`config.mk`:
```
export PLATFORM = sky130hd
export DESIGN_NAME = nms_keep_mask_gather
export DESIGN_NICKNAME = d
export VERILOG_FILES = /design/src/sv/nmskg_pkg.sv /design/src/sv/nmskg_ram.sv /design/src/sv/nmskg_walk.sv /design/src/sv/nmskg_rmw.sv /design/src/sv/nmskg_outq.sv /design/src/sv/nms_keep_mask_gather.sv
export SDC_FILE = /design/constraint.sdc
export NUM_CORES = 2
export LEC_CHECK = 0
export BUFFER_PORTS_ARGS = -buffer_cell sky130_fd_sc_hd__buf_2
export CAP_MARGIN = 20
export CELL_PAD_IN_SITES_DETAIL_PLACEMENT = 1
export CELL_PAD_IN_SITES_GLOBAL_PLACEMENT = 1
export CORE_AREA = 2 2 624 626
export CTS_CLUSTER_SIZE = 16
export DETAILED_ROUTE_END_ITERATION = 12
export DIE_AREA = 0 0 626 628
export HOLD_SLACK_MARGIN = 0.03
export PLACE_DENSITY_LB_ADDON = 0.12
export SETUP_SLACK_MARGIN = 0.5
export SLEW_MARGIN = 30
export SYNTH_ARGS = -nofsm -noshare
export SYNTH_HDL_FRONTEND = slang
export SYNTH_MEMORY_MAX_BITS = 65536
export SYNTH_SLANG_ARGS = --single-unit
export TNS_END_PERCENT = 5
```
`constraint.sdc`:
```
create_clock -name clock -period 9.7 [get_ports clock]
set_input_delay 0.97 -clock clock [delete_from_list [all_inputs] [get_ports clock]]
set_output_delay 0.97 -clock clock [all_outputs]
set_load 0.005 [all_outputs]
```
`src/sv/nmskg_pkg.sv`:
```
// Shared types and constants of the NMS keep-mask gather block.
package nmskg_pkg;

   localparam int BOX_COUNT_W = 13;
   localparam int INDEX_W     = 12;
   localparam int TOTAL_W     = 13;
   localparam int MASK_W      = 32;
   localparam int CSR_ADDR_W  = 3;
   localparam int CSR_DATA_W  = 32;
   localparam int QUEUE_DEPTH = 3;
   localparam int QUEUE_CNT_W = 2;
   localparam int QUEUE_PTR_W = 2;

   // register index, taken from csr_paddr[2]
   localparam logic REG_BOX_COUNT = 1'b0;

   localparam logic [BOX_COUNT_W-1:0] BOX_COUNT_RESET = BOX_COUNT_W'(1);

   typedef struct packed {
      logic own_word;
      logic past_own;
      logic row_end;
      logic set_end;
   } walk_ctl_type;

   typedef struct packed {
      logic               is_kept;
      logic [INDEX_W-1:0] kept_index;
      logic               finished;
      logic [TOTAL_W-1:0] kept_total;
   } rsp_type;

endpackage

```
`src/sv/nmskg_ram.sv`:
```
// Generic single-port-write, single-port-read RAM with registered read data.
module nmskg_ram #(
   parameter int WIDTH = 32,
   parameter int DEPTH = 128,
   parameter int ADDR_W = (DEPTH > 1) ? $clog2(DEPTH) : 1
) (
   input  logic              clock,
   input  logic              wr_en,
   input  logic [ADDR_W-1:0] wr_addr,
   input  logic [WIDTH-1:0]  wr_data,
   input  logic              rd_en,
   input  logic [ADDR_W-1:0] rd_addr,
   output logic [WIDTH-1:0]  rd_data
);

   logic [WIDTH-1:0] mem_ff [DEPTH];
   logic [WIDTH-1:0] rd_data_ff;

   always_ff @(posedge clock) begin
      if (wr_en) begin
         mem_ff[wr_addr] <= wr_data;
      end
      if (rd_en) begin
         rd_data_ff <= mem_ff[rd_addr];
      end
   end

   assign rd_data = rd_data_ff;

endmodule

```
`src/sv/nmskg_walk.sv`:
```
// Row and word counters: tags each accepted mask word and issues the bitmap read.
module nmskg_walk #(
   parameter int MAX_BOXES = 4096,
   parameter int WORD_BITS = 32,
   parameter int DEPTH     = (MAX_BOXES + WORD_BITS - 1) / WORD_BITS,
   parameter int ADDR_W    = (DEPTH > 1) ? $clog2(DEPTH) : 1,
   parameter int BIT_W     = $clog2(WORD_BITS),
   parameter int N_W       = $clog2(MAX_BOXES + 1)
) (
   input  logic                          clock,
   input  logic                          reset,
   input  logic                          clear,
   input  logic                          accept,
   input  logic [N_W-1:0]                box_num,
   input  logic [nmskg_pkg::MASK_W-1:0]  mask_word,
   output logic                          rd_en,
   output logic [ADDR_W-1:0]             rd_addr,
   output logic                          s1_valid,
   output logic [WORD_BITS-1:0]          s1_word,
   output logic [ADDR_W-1:0]             s1_addr,
   output logic [BIT_W-1:0]              s1_bit,
   output logic [nmskg_pkg::INDEX_W-1:0] s1_row,
   output nmskg_pkg::walk_ctl_type       s1_ctl
);
   import nmskg_pkg::*;

   localparam int ROW_W = $clog2(MAX_BOXES);

   logic [ROW_W-1:0]  row_ff, row_in;
   logic [ADDR_W-1:0] col_ff, col_in;
   logic [ADDR_W-1:0] own_ff, own_in;
   logic [BIT_W-1:0]  bit_ff, bit_in;
   logic              s1_valid_ff;
   logic              col_end;
   logic              row_end;
   walk_ctl_type      ctl;

   logic [WORD_BITS-1:0] s1_word_ff;
   logic [ADDR_W-1:0]    s1_addr_ff;
   logic [BIT_W-1:0]     s1_bit_ff;
   logic [INDEX_W-1:0]   s1_row_ff;
   walk_ctl_type         s1_ctl_ff;

   always_comb begin
      col_end = ((32'(col_ff) + 32'd1) * 32'(WORD_BITS)) >= 32'(box_num);
      row_end = (32'(row_ff) + 32'd1) >= 32'(box_num);

      ctl.own_word = (col_ff == own_ff);
      ctl.past_own = (col_ff > own_ff);
      ctl.row_end  = col_end;
      ctl.set_end  = col_end && row_end;

      row_in = row_ff;
      col_in = col_ff + ADDR_W'(1);
      own_in = own_ff;
      bit_in = bit_ff;
      if (col_end) begin
         col_in = '0;
         if (row_end) begin
            row_in = '0;
            own_in = '0;
            bit_in = '0;
         end else begin
            row_in = row_ff + ROW_W'(1);
            if (32'(bit_ff) == WORD_BITS - 1) begin
               bit_in = '0;
               own_in = own_ff + ADDR_W'(1);
            end else begin
               bit_in = bit_ff + BIT_W'(1);
            end
         end
      end
   end

   always_ff @(posedge clock) begin
      if (reset || clear) begin
         row_ff      <= '0;
         col_ff      <= '0;
         own_ff      <= '0;
         bit_ff      <= '0;
         s1_valid_ff <= 1'b0;
      end else begin
         s1_valid_ff <= accept;
         if (accept) begin
            row_ff <= row_in;
            col_ff <= col_in;
            own_ff <= own_in;
            bit_ff <= bit_in;
         end
      end
   end

   always_ff @(posedge clock) begin
      if (accept) begin
         s1_word_ff <= WORD_BITS'(mask_word);
         s1_addr_ff <= col_ff;
         s1_bit_ff  <= bit_ff;
         s1_row_ff  <= INDEX_W'(row_ff);
         s1_ctl_ff  <= ctl;
      end
   end

   assign rd_en    = accept;
   assign rd_addr  = col_ff;
   assign s1_valid = s1_valid_ff;
   assign s1_word  = s1_word_ff;
   assign s1_addr  = s1_addr_ff;
   assign s1_bit   = s1_bit_ff;
   assign s1_row   = s1_row_ff;
   assign s1_ctl   = s1_ctl_ff;

endmodule

```
`src/sv/nmskg_rmw.sv`:
```
// Bitmap read-modify-write, keep decision and kept count.
module nmskg_rmw #(
   parameter int MAX_BOXES = 4096,
   parameter int WORD_BITS = 32,
   parameter int DEPTH     = (MAX_BOXES + WORD_BITS - 1) / WORD_BITS,
   parameter int ADDR_W    = (DEPTH > 1) ? $clog2(DEPTH) : 1,
   parameter int BIT_W     = $clog2(WORD_BITS)
) (
   input  logic                          clock,
   input  logic                          reset,
   input  logic                          clear,
   input  logic                          s1_valid,
   input  logic [WORD_BITS-1:0]          s1_word,
   input  logic [ADDR_W-1:0]             s1_addr,
   input  logic [BIT_W-1:0]              s1_bit,
   input  logic [nmskg_pkg::INDEX_W-1:0] s1_row,
   input  nmskg_pkg::walk_ctl_type       s1_ctl,
   input  logic [WORD_BITS-1:0]          rd_data,
   output logic                          wr_en,
   output logic [ADDR_W-1:0]             wr_addr,
   output logic [WORD_BITS-1:0]          wr_data,
   output logic                          push,
   output nmskg_pkg::rsp_type            push_data
);
   import nmskg_pkg::*;

   localparam int CNT_W = $clog2(MAX_BOXES + 1);

   logic [DEPTH-1:0]     valid_ff, valid_in;
   logic                 fwd_ff;
   logic [ADDR_W-1:0]    fwd_addr_ff;
   logic [WORD_BITS-1:0] fwd_data_ff;
   logic                 row_kept_ff;
   logic [CNT_W-1:0]     kept_ff, kept_in;

   logic [WORD_BITS-1:0] cur_word;
   logic                 kept_now;
   logic                 flag_eff;
   logic                 do_write;

   always_comb begin
      if (fwd_ff && (fwd_addr_ff == s1_addr)) begin
         cur_word = fwd_data_ff;
      end else if (valid_ff[s1_addr]) begin
         cur_word = rd_data;
      end else begin
         cur_word = '0;
      end

      kept_now = s1_valid && s1_ctl.own_word && !cur_word[s1_bit];
      flag_eff = row_kept_ff || kept_now;
      do_write = s1_valid && (s1_ctl.own_word || s1_ctl.past_own) && flag_eff;
      kept_in  = kept_ff + CNT_W'(kept_now);

      valid_in = valid_ff;
      if (s1_valid && s1_ctl.set_end) begin
         valid_in = '0;
      end else if (do_write) begin
         valid_in[s1_addr] = 1'b1;
      end
   end

   always_ff @(posedge clock) begin
      if (reset || clear) begin
         valid_ff    <= '0;
         fwd_ff      <= 1'b0;
         row_kept_ff <= 1'b0;
         kept_ff     <= '0;
      end else begin
         valid_ff <= valid_in;
         fwd_ff   <= do_write && !s1_ctl.set_end;
         if (s1_valid) begin
            row_kept_ff <= s1_ctl.row_end ? 1'b0 : flag_eff;
            kept_ff     <= s1_ctl.set_end ? '0 : kept_in;
         end
      end
   end

   always_ff @(posedge clock) begin
      fwd_addr_ff <= s1_addr;
      fwd_data_ff <= cur_word | s1_word;
   end

   assign wr_en   = do_write;
   assign wr_addr = s1_addr;
   assign wr_data = cur_word | s1_word;

   assign push                 = s1_valid && (kept_now || s1_ctl.set_end);
   assign push_data.is_kept    = kept_now;
   assign push_data.kept_index = s1_row;
   assign push_data.finished   = s1_ctl.set_end;
   assign push_data.kept_total = TOTAL_W'(kept_in);

endmodule

```
`src/sv/nmskg_outq.sv`:
```
// Three-entry result queue in front of the result channel.
module nmskg_outq (
   input  logic                              clock,
   input  logic                              reset,
   input  logic                              push,
   input  nmskg_pkg::rsp_type                push_data,
   input  logic                              rsp_stall,
   output logic                              rsp_valid,
   output nmskg_pkg::rsp_type                rsp_data,
   output logic [nmskg_pkg::QUEUE_CNT_W-1:0] count
);
   import nmskg_pkg::*;

   rsp_type                entry_ff [QUEUE_DEPTH];
   logic [QUEUE_PTR_W-1:0] wr_ptr_ff;
   logic [QUEUE_PTR_W-1:0] rd_ptr_ff;
   logic [QUEUE_CNT_W-1:0] count_ff;
   logic                   pop;

   function automatic logic [QUEUE_PTR_W-1:0] ptr_next(input logic [QUEUE_PTR_W-1:0] p);
      if (32'(p) == QUEUE_DEPTH - 1) begin
         return '0;
      end
      return p + QUEUE_PTR_W'(1);
   endfunction

   assign pop = (count_ff != '0) && !rsp_stall;

   always_ff @(posedge clock) begin
      if (reset) begin
         wr_ptr_ff <= '0;
         rd_ptr_ff <= '0;
         count_ff  <= '0;
      end else begin
         if (push) begin
            wr_ptr_ff <= ptr_next(wr_ptr_ff);
         end
         if (pop) begin
            rd_ptr_ff <= ptr_next(rd_ptr_ff);
         end
         count_ff <= count_ff + QUEUE_CNT_W'(push) - QUEUE_CNT_W'(pop);
      end
   end

   always_ff @(posedge clock) begin
      if (push) begin
         entry_ff[wr_ptr_ff] <= push_data;
      end
   end

   assign rsp_valid = (count_ff != '0);
   assign rsp_data  = entry_ff[rd_ptr_ff];
   assign count     = count_ff;

endmodule

```
`src/sv/nms_keep_mask_gather.sv`:
```
// Top level of the NMS keep-mask gather block: register port, walker, bitmap RMW, result queue.
//
//   channel  direction  handshake                   payload
//   req      in         req_valid / req_stall       req_mask_word
//   rsp      out        rsp_valid / rsp_stall       is_kept, kept_index, finished, kept_total
//   csr      in         csr_psel/penable/pwrite     box_count at byte address 0
//
// One mask word per cycle while req_stall is low; results pass the s1 registers and the queue.
// The bitmap RAM is read as the word is taken and written in the next cycle, with forwarding
// of the previous write so back-to-back words of the same entry see up-to-date bits.
// Reset (and any box_count write) clears counters and the per-word valid bits at once.
// req_stall rises when the result queue plus the word in flight could fill three entries.
module nms_keep_mask_gather #(
   parameter int MAX_BOXES = 4096,
   parameter int WORD_BITS = 32
) (
   input  logic                                 clock,
   input  logic                                 reset,
   input  logic                                 req_valid,
   output logic                                 req_stall,
   input  logic [nmskg_pkg::MASK_W-1:0]         req_mask_word,
   output logic                                 rsp_valid,
   input  logic                                 rsp_stall,
   output logic                                 rsp_is_kept,
   output logic [nmskg_pkg::INDEX_W-1:0]        rsp_kept_index,
   output logic                                 rsp_finished,
   output logic [nmskg_pkg::TOTAL_W-1:0]        rsp_kept_total,
   input  logic                                 csr_psel,
   input  logic                                 csr_penable,
   input  logic                                 csr_pwrite,
   input  logic [nmskg_pkg::CSR_ADDR_W-1:0]     csr_paddr,
   input  logic [nmskg_pkg::CSR_DATA_W-1:0]     csr_pwdata,
   output logic [nmskg_pkg::CSR_DATA_W-1:0]     csr_prdata,
   output logic                                 csr_pready
);
   import nmskg_pkg::*;

   localparam int DEPTH  = (MAX_BOXES + WORD_BITS - 1) / WORD_BITS;
   localparam int ADDR_W = (DEPTH > 1) ? $clog2(DEPTH) : 1;
   localparam int BIT_W  = $clog2(WORD_BITS);
   localparam int N_W    = $clog2(MAX_BOXES + 1);

   logic [BOX_COUNT_W-1:0] box_count_ff;
   logic [N_W-1:0]         box_num;
   logic                   cfg_write;
   logic                   accept;

   logic                   rd_en;
   logic [ADDR_W-1:0]      rd_addr;
   logic [WORD_BITS-1:0]   rd_data;
   logic                   wr_en;
   logic [ADDR_W-1:0]      wr_addr;
   logic [WORD_BITS-1:0]   wr_data;

   logic                   s1_valid;
   logic [WORD_BITS-1:0]   s1_word;
   logic [ADDR_W-1:0]      s1_addr;
   logic [BIT_W-1:0]       s1_bit;
   logic [INDEX_W-1:0]     s1_row;
   walk_ctl_type           s1_ctl;

   logic                   push;
   rsp_type                push_data;
   rsp_type                rsp_data;
   logic [QUEUE_CNT_W-1:0] q_count;

   assign cfg_write = csr_psel && csr_penable && csr_pwrite
                      && (csr_paddr[2] == REG_BOX_COUNT);

   always_ff @(posedge clock) begin
      if (reset) begin
         box_count_ff <= BOX_COUNT_RESET;
      end else if (cfg_write) begin
         box_count_ff <= csr_pwdata[BOX_COUNT_W-1:0];
      end
   end

   always_comb begin
      if (box_count_ff == '0) begin
         box_num = N_W'(1);
      end else if (32'(box_count_ff) > MAX_BOXES) begin
         box_num = N_W'(MAX_BOXES);
      end else begin
         box_num = N_W'(box_count_ff);
      end
   end

   assign csr_pready = 1'b1;
   assign csr_prdata = (csr_paddr[2] == REG_BOX_COUNT) ? CSR_DATA_W'(box_count_ff) : '0;

   assign req_stall = (({1'b0, q_count} + (QUEUE_CNT_W + 1)'(s1_valid))
                       >= (QUEUE_CNT_W + 1)'(QUEUE_DEPTH));
   assign accept    = req_valid && !req_stall;

   nmskg_walk #(
      .MAX_BOXES (MAX_BOXES),
      .WORD_BITS (WORD_BITS)
   ) u_walk (
      .clock     (clock),
      .reset     (reset),
      .clear     (cfg_write),
      .accept    (accept),
      .box_num   (box_num),
      .mask_word (req_mask_word),
      .rd_en     (rd_en),
      .rd_addr   (rd_addr),
      .s1_valid  (s1_valid),
      .s1_word   (s1_word),
      .s1_addr   (s1_addr),
      .s1_bit    (s1_bit),
      .s1_row    (s1_row),
      .s1_ctl    (s1_ctl)
   );

   nmskg_ram #(
      .WIDTH (WORD_BITS),
      .DEPTH (DEPTH)
   ) u_removed (
      .clock   (clock),
      .wr_en   (wr_en),
      .wr_addr (wr_addr),
      .wr_data (wr_data),
      .rd_en   (rd_en),
      .rd_addr (rd_addr),
      .rd_data (rd_data)
   );

   nmskg_rmw #(
      .MAX_BOXES (MAX_BOXES),
      .WORD_BITS (WORD_BITS)
   ) u_rmw (
      .clock     (clock),
      .reset     (reset),
      .clear     (cfg_write),
      .s1_valid  (s1_valid),
      .s1_word   (s1_word),
      .s1_addr   (s1_addr),
      .s1_bit    (s1_bit),
      .s1_row    (s1_row),
      .s1_ctl    (s1_ctl),
      .rd_data   (rd_data),
      .wr_en     (wr_en),
      .wr_addr   (wr_addr),
      .wr_data   (wr_data),
      .push      (push),
      .push_data (push_data)
   );

   nmskg_outq u_outq (
      .clock     (clock),
      .reset     (reset),
      .push      (push),
      .push_data (push_data),
      .rsp_stall (rsp_stall),
      .rsp_valid (rsp_valid),
      .rsp_data  (rsp_data),
      .count     (q_count)
   );

   assign rsp_is_kept    = rsp_data.is_kept;
   assign rsp_kept_index = rsp_data.kept_index;
   assign rsp_finished   = rsp_data.finished;
   assign rsp_kept_total = rsp_data.kept_total;

endmodule

```
### Word level (Yosys, flattened, before mapping)

Memory sizes are Yosys's and may differ from the RTL's. A register that Yosys moved wholly into a read port is not among the register bits.
Index checks and enable logic that the tools add are counted.
W data, S select, Z words.

* register bits: 293
* bits in writable memories: 4177
* input bits: 74
* output and inout bits: 62
* word-level logic and storage cells: 117
* memories: 2

* add/subtract/negate cells: 12
* $lt $le $gt $ge: 8
* eq/ne operators: 5
* muxes and demuxes: 35
* bitwise logic cells: 3
* reduce and logical (&&, ||, !) cells: 29

Memory list
* u_removed.mem_ff: depth 128, bits a word 32, read ports 1, clocked after memory_dff 1, wr ports 1, line nmskg_ram.sv:16 `logic [WIDTH-1:0] mem_ff [DEPTH];`
* u_outq.entry_ff: depth 3, bits a word 27, read ports 1, clocked after memory_dff 1, wr ports 1, line nmskg_outq.sv:14 `rsp_type entry_ff [QUEUE_DEPTH];`

Operators by type and width (count)
* $or A128 B128 Y128: 1
* $ge A32 B13 Y1: 2
* $mux W32: 2
* $mux W13: 4
* $or A32 B32 Y32: 1
* $mux W7: 3
* $logic_and A1 B1 Y1: 15
* $add A7 B1 Y7 const B: 2
* $eq A7 B7 Y1: 2
* $mux W1: 14
* $add A12 B1 Y13 const B: 1
* $add A13 B1 Y13: 1
* $gt A13 B13 Y1 const B: 1
* $logic_not A13 Y1: 1
* $add A12 B1 Y12 const B: 1
* $mux W12: 1
* $mux W2: 6
* $mux W5: 2
* $add A7 B1 Y8 const B: 1
* $lt A7 B8 Y1 const B: 1
* $bmux W1 S7: 1
* $demux W1 S7: 1
* $ge A7 B1 Y1 const B: 1
* $gt A7 B7 Y1: 1
* other kinds (17): 26

### Depth between registers and ports, before layout

* depth in word-level cells: 13
* gate-level depth with buffers: 22

### Cells and area by module

From an unflattened synthesis, not the netlist that was laid out.

* cells, all modules: 7666
* area total of the unflattened synthesis: 174426.0 um^2

Modules (own cells, without submodules)
* nmskg_ram: times used 1, cells an instance 5990, area each 156596.4 um^2, sequential area each 123958.9 um^2
* nmskg_rmw: times used 1, cells an instance 989, area each 9360.2 um^2, sequential area each 3643.5 um^2
* nmskg_walk: times used 1, cells an instance 364, area each 4194.0 um^2, sequential area each 2442.3 um^2
* nmskg_outq: times used 1, cells an instance 207, area each 3373.2 um^2, sequential area each 2592.5 um^2
* nms_keep_mask_gather: times used 1, cells an instance 116, area each 902.1 um^2, sequential area each 260.2 um^2

### Least setup slack after synthesis

Ideal clock, no wire load.

* path type: register to register
* start: register u_walk.s1_addr_ff[1], in the netlist u_walk.s1_addr[1]
* end: memory u_removed.mem_ff[0][1] (data pin)
* library setup time: 1.235 ns
* arrival: 7.133 ns
* required time: 8.465 ns
* setup slack: 1.332 ns
* stages on the path, launching flop included: 10
* clock period less this slack: 8.368 ns
* cell sequence: edfxtp_1 or2_2 clkbuf_1 o22ai_1 o21ai_0 a41oi_1 nor4_2 buf_4 clkbuf_1 o31ai_1

* word-level cells in the longest chain between the ends: 5
* elaborated cells between the ends (all ways): 7
* those cells by class: 1 x eq/ne; 4 x mux; 1 x bitwise; 1 x reduce/logical

Ends and longest elaborated chain
* start, declared: line nmskg_walk.sv:39 `logic [ADDR_W-1:0] s1_addr_ff;`
* start signal, assigned: line nmskg_walk.sv:96 `s1_addr_ff <= col_ff;`
* $bmux W1 S7: line nmskg_rmw.sv:44 `end else if (valid_ff[s1_addr]) begin`
* $mux W1 (implied by the code): line nmskg_rmw.sv:44
* $mux W32: line nmskg_rmw.sv:44
* $mux W32 (*): line nmskg_rmw.sv:42 `if (fwd_ff && (fwd_addr_ff == s1_addr)) begin`
* $or A32 B32 Y32 (*): line nmskg_rmw.sv:86 `assign wr_data = cur_word | s1_word;`
* named net u_removed.wr_data[1]: line nmskg_ram.sv:10 `input logic [WIDTH-1:0] wr_data,`
* end, declared: line nmskg_ram.sv:16

Mark *: on every way through the listed nets, which the timed path passes. The rest lies on a longest branch. The select of a mux whose other input is x is not followed.

### Worst setup path after layout

* start: register u_walk.s1_addr_ff[0], in the netlist u_walk.s1_addr[0]
* end: memory u_removed.mem_ff[22][15] (enable)

* word-level cells in the longest chain between the ends: 12
* elaborated cells between the ends (all ways): 14
* those cells by class: 1 x eq/ne; 8 x mux; 5 x reduce/logical

Ends and longest elaborated chain
* $bmux W1 S7: line nmskg_rmw.sv:44
* $mux W1 (implied by the code): line nmskg_rmw.sv:44
* $mux W32: line nmskg_rmw.sv:44
* $mux W32: line nmskg_rmw.sv:42
* $bmux W1 S5: line nmskg_rmw.sv:50 `kept_now = s1_valid && s1_ctl.own_word && !cur_word[s1_bit];`
* $mux W1 (implied by the code): line nmskg_rmw.sv:50
* $logic_not A1 Y1: line nmskg_rmw.sv:50
* $logic_and A1 B1 Y1: line nmskg_rmw.sv:50
* $logic_or A1 B1 Y1: line nmskg_rmw.sv:51 `flag_eff = row_kept_ff || kept_now;`
* $logic_and A1 B1 Y1: line nmskg_rmw.sv:52 `do_write = s1_valid && (s1_ctl.own_word || s1_ctl.past_own) && flag_eff;`
* $mux W1: line nmskg_ram.sv:20 `if (wr_en) begin`
* $mux W1 (implied by the code): line nmskg_ram.sv:21 `mem_ff[wr_addr] <= wr_data;`

Several ways; a longest one is shown, not always the timed one. The select of a mux whose other input is x is not followed.

==> summary.md <==
| Metric | Value |
|---|---|
| Status | completed |
| Grt total ovfl | 0 |
| Post-synthesis area per instance | 22.7 µm² |
| Post-CTS Hold Buffers | 0 |
| Cell-internal power | 33.5 mW |
| Worst rel slew slack | 31.2% |
| Final core occ | 51.1% |
| Clk_lat worst skew | 1.01 ns |
| Flop pwr share | 49.8% |
| Die area | 393,000 µm² |
| Design area | 198,000 µm² |
| Maximum clock path buffer count | 4 |
| GP Congestion | 0.814 |
| Total number of vias | 81,000 |
| Starting Density | 44.7% |
| Period minus WS final | 6.87 ns |
| Pwr dens | 222 nW/µm² |
| Post-synth EDFFs | 4,269 |
| Static leakage | 59.4 nW |
| Core box area | 387,000 µm² |
| Worst setup EP type | flip-flop |
| CTS tree | built |
| Area Growth Syn to Fin | 14.4% |
| DRC | 0 |
| VDD IR max | 0.000169 V |
| NetSw | 10.3 mW |
| Worst Hold Class | input port to flip-flop |
| Switching portion of total power | 23.5% |
| Max-cap viol count | 0 |
| Post-DRT Antenna Nets | 0 |
| Max-slew violations | 0 |
| Most frequent cell after synthesis | edfxtp_1 |
| Layout cell share with drive strength beyond 1 | 31.3% |
| I/O pin cnt | 136 |
| Final Instance Count excl. Fillers | 13,700 |
| Crit Path Class | flip-flop to flip-flop |
| CTS Buf Count | 466 |
| Clock transition at path regs | 0.07 ns |
| RSZ-0062 raised after global routing | no |
| Drt first-iter violations | 8,810 |
| Critical path arrival | 7.53 ns |
| DR pass1 iterations | 6 |
| Postcts setup bufs | 0 |
| Total Routing Usage GR | 23.2% |
| Cell area after synthesis | 173,000 µm² |
| Yosys top cell by area | edfxtp_1 |
| Die X | 626 µm |
| Combinational power share | 10.2% |
| Pre-CTS WS | 2.92 ns |
| Max FO, Critical Path | 76 |
| Chip Height | 628 µm |
| Vias in the first global route | 85,700 |
| Synth async-reset ratio | 0% |
| WP data required | 10.36 ns |
| FMAX | 145 MHz |
| Layout Nets | 8,161 |
| Worst slew pin tran | 1.03 ns |
| Worst Slack Setup Final | 2.83 ns |
| Largest net degree at the start of global routing | 136 |
| Top-area cell type share of the netlist area | 74.1% |
| DRT Wirelength | 455,000 µm |
| Vias per cell | 5.93 |
| Syn Inst Count | 7,639 |
| Register bit total from synthesis | 4,504 |
| Yosys cell types | 62 |
| Post-DP Area | 183,000 µm² |
| Crit share post-route | 70.9% |
| Final hold vios | 0 |
| Synth warn | 0 |
| Setup TNS | 0 ns |
| Row count | 229 |
| Inst Count DP | 12,800 |
| Register area share after synthesis | 76.8% |
| Routed len/inst | 33.3 µm |
| Hold_ws | 0.168 ns |
| Root Driver | clkbuf_16 |
| Setup Viol. Count Final | 0 |
| Initial antenna violation count | 39 |
| CP startpoint kind | flip-flop |
| Post-DP HPWL | 273,000 µm |
| Clk pwr share | 40.0% |
| Post-CTS Resized | 0 |
| Sink Count | 4,504 |
| Clk_skew | 0.0547 ns |
| Ys flop type | edfxtp_1 |
| Leading post-synthesis cells by cell area | edfxtp_1, mux4_2, dfxtp_1, clkbuf_1, mux2i_1 |
| Tot Pwr | 43.9 mW |
| Port-buffer cells | 94 |
| Commonest cells in the netlist | edfxtp_1, mux4_2, clkbuf_1 |
| H-tree lvl count | 5 |
| Global-route wire length before repair | 650,000 µm |
## critical path: stages (launching register included)
cell	delay [ns]
edfxtp_1	0.38
buf_12	0.44
mux2i_1	0.26
o22ai_1	0.13
o21ai_0	0.27
a41oi_1	0.32
nor4_4	0.63
buf_4	0.47
o21ai_0	0.23
a221oi_1	0.52
o311ai_4	0.34
or3_2	0.89
buf_4	0.40
nor2_4	0.77
buf_4	0.34
## registers in the layout, indices dropped and copies added (netlist names), 2 cells and up, named ones only
| signal | flops |
|---|---|
| u_outq.entry_ff | 81 |
| u_rmw.valid_ff | 128 |
| u_rmw.fwd_addr_ff | 7 |
| u_walk.s1_ctl | 4 |
| u_walk.row_ff | 12 |
| u_walk.s1_word | 32 |
| u_removed.rd_data | 32 |
| u_outq.wr_ptr_ff | 2 |
| u_walk.s1_bit | 5 |
| u_outq.count | 2 |
| u_walk.s1_addr | 7 |
| u_walk.own_ff | 7 |
| u_removed.mem_ff | 4096 |
| u_rmw.fwd_data_ff | 32 |
| u_walk.rd_addr | 7 |
| u_walk.bit_ff | 5 |
| u_outq.rd_ptr_ff | 2 |
| u_walk.s1_row | 12 |
| box_count_ff | 13 |
| u_rmw.kept_ff | 13 |
## cells by family (layout without fill, tap and decap cells)
logic type | Yosys count | in the layout | share of synthesized area [%]
compound gates | 396 | 396 | 1.37
xor+xnor | 36 | 36 | 0.182
fa+ha+maj | 40 | 40 | 0.289
buf+inv | 505 | 1283 | 1.19
flops | 4504 | 4504 | 76.8
mux | 1486 | 1486 | 18.4
other cells | 2 | 41 | 0.00434
simple gates | 670 | 670 | 1.76
## power groups by stage
stage | clock network [mW] | registers, mW | logic [mW]
3_5_place_dp | 0 | 22.3 | 4.54
2_1_floorplan | 0 | 22.3 | 2.87
6_report | 17.5 | 21.9 | 4.48
4_1_cts | 17.9 | 21.9 | 4.55
3_3_place_gp | 0 | 22.3 | 4.45
5_1_grt | 18.6 | 21.9 | 4.77
## area by class of cell
type	instances	area [µm²]
clock inverters	282	2600
clock buffers	574	12300
flip-flops and latches	4504	133000
diodes	21	52.6
fillers	33300	189000
repair buffers	388	3850
inverters	39	149
multi-input cells	2648	39600
well taps	5197	6500
## placed cells by master (no fill, tap or decap), types with 94 or more instances in the layout
cell type / n
buf_4: 223
nor2_4: 121
mux4_2: 1352
clkbuf_16: 469
edfxtp_1: 4269
o21ai_0: 133
nand2_1: 236
dfxtp_1: 228
mux2i_1: 96
buf_2: 94
clkinv_1: 118
## final timing paths
| path | start | cells after the start | endpoint | slack (ns) |
|---|---|---|---|---|
| worst min register to register | u_rmw.valid_ff[113]$_SDFFE_PP0P_ | 2 | u_rmw.valid_ff[113]$_SDFFE_PP0P_ | 0.45 |
| worst max register to register | u_walk.s1_addr[0]$_DFFE_PP_ | 14 | u_removed.mem_ff[22][15]$_DFFE_PP_ | 2.83 |
| worst min-delay path | req_mask_word[21] | 1 | u_walk.s1_word[21]$_DFFE_PP_ | 0.17 |
| worst max-delay path | u_walk.s1_addr[0]$_DFFE_PP_ | 14 | u_removed.mem_ff[22][15]$_DFFE_PP_ | 2.83 |
## metal layers
layer  global-route usage, %  wire length (µm)
met5                       0                 9
met2                    36.2            215000
met3                    3.49             27600
met4                    5.15             10200
met1                    34.8            201000
(Power assumes the default switching activity.)
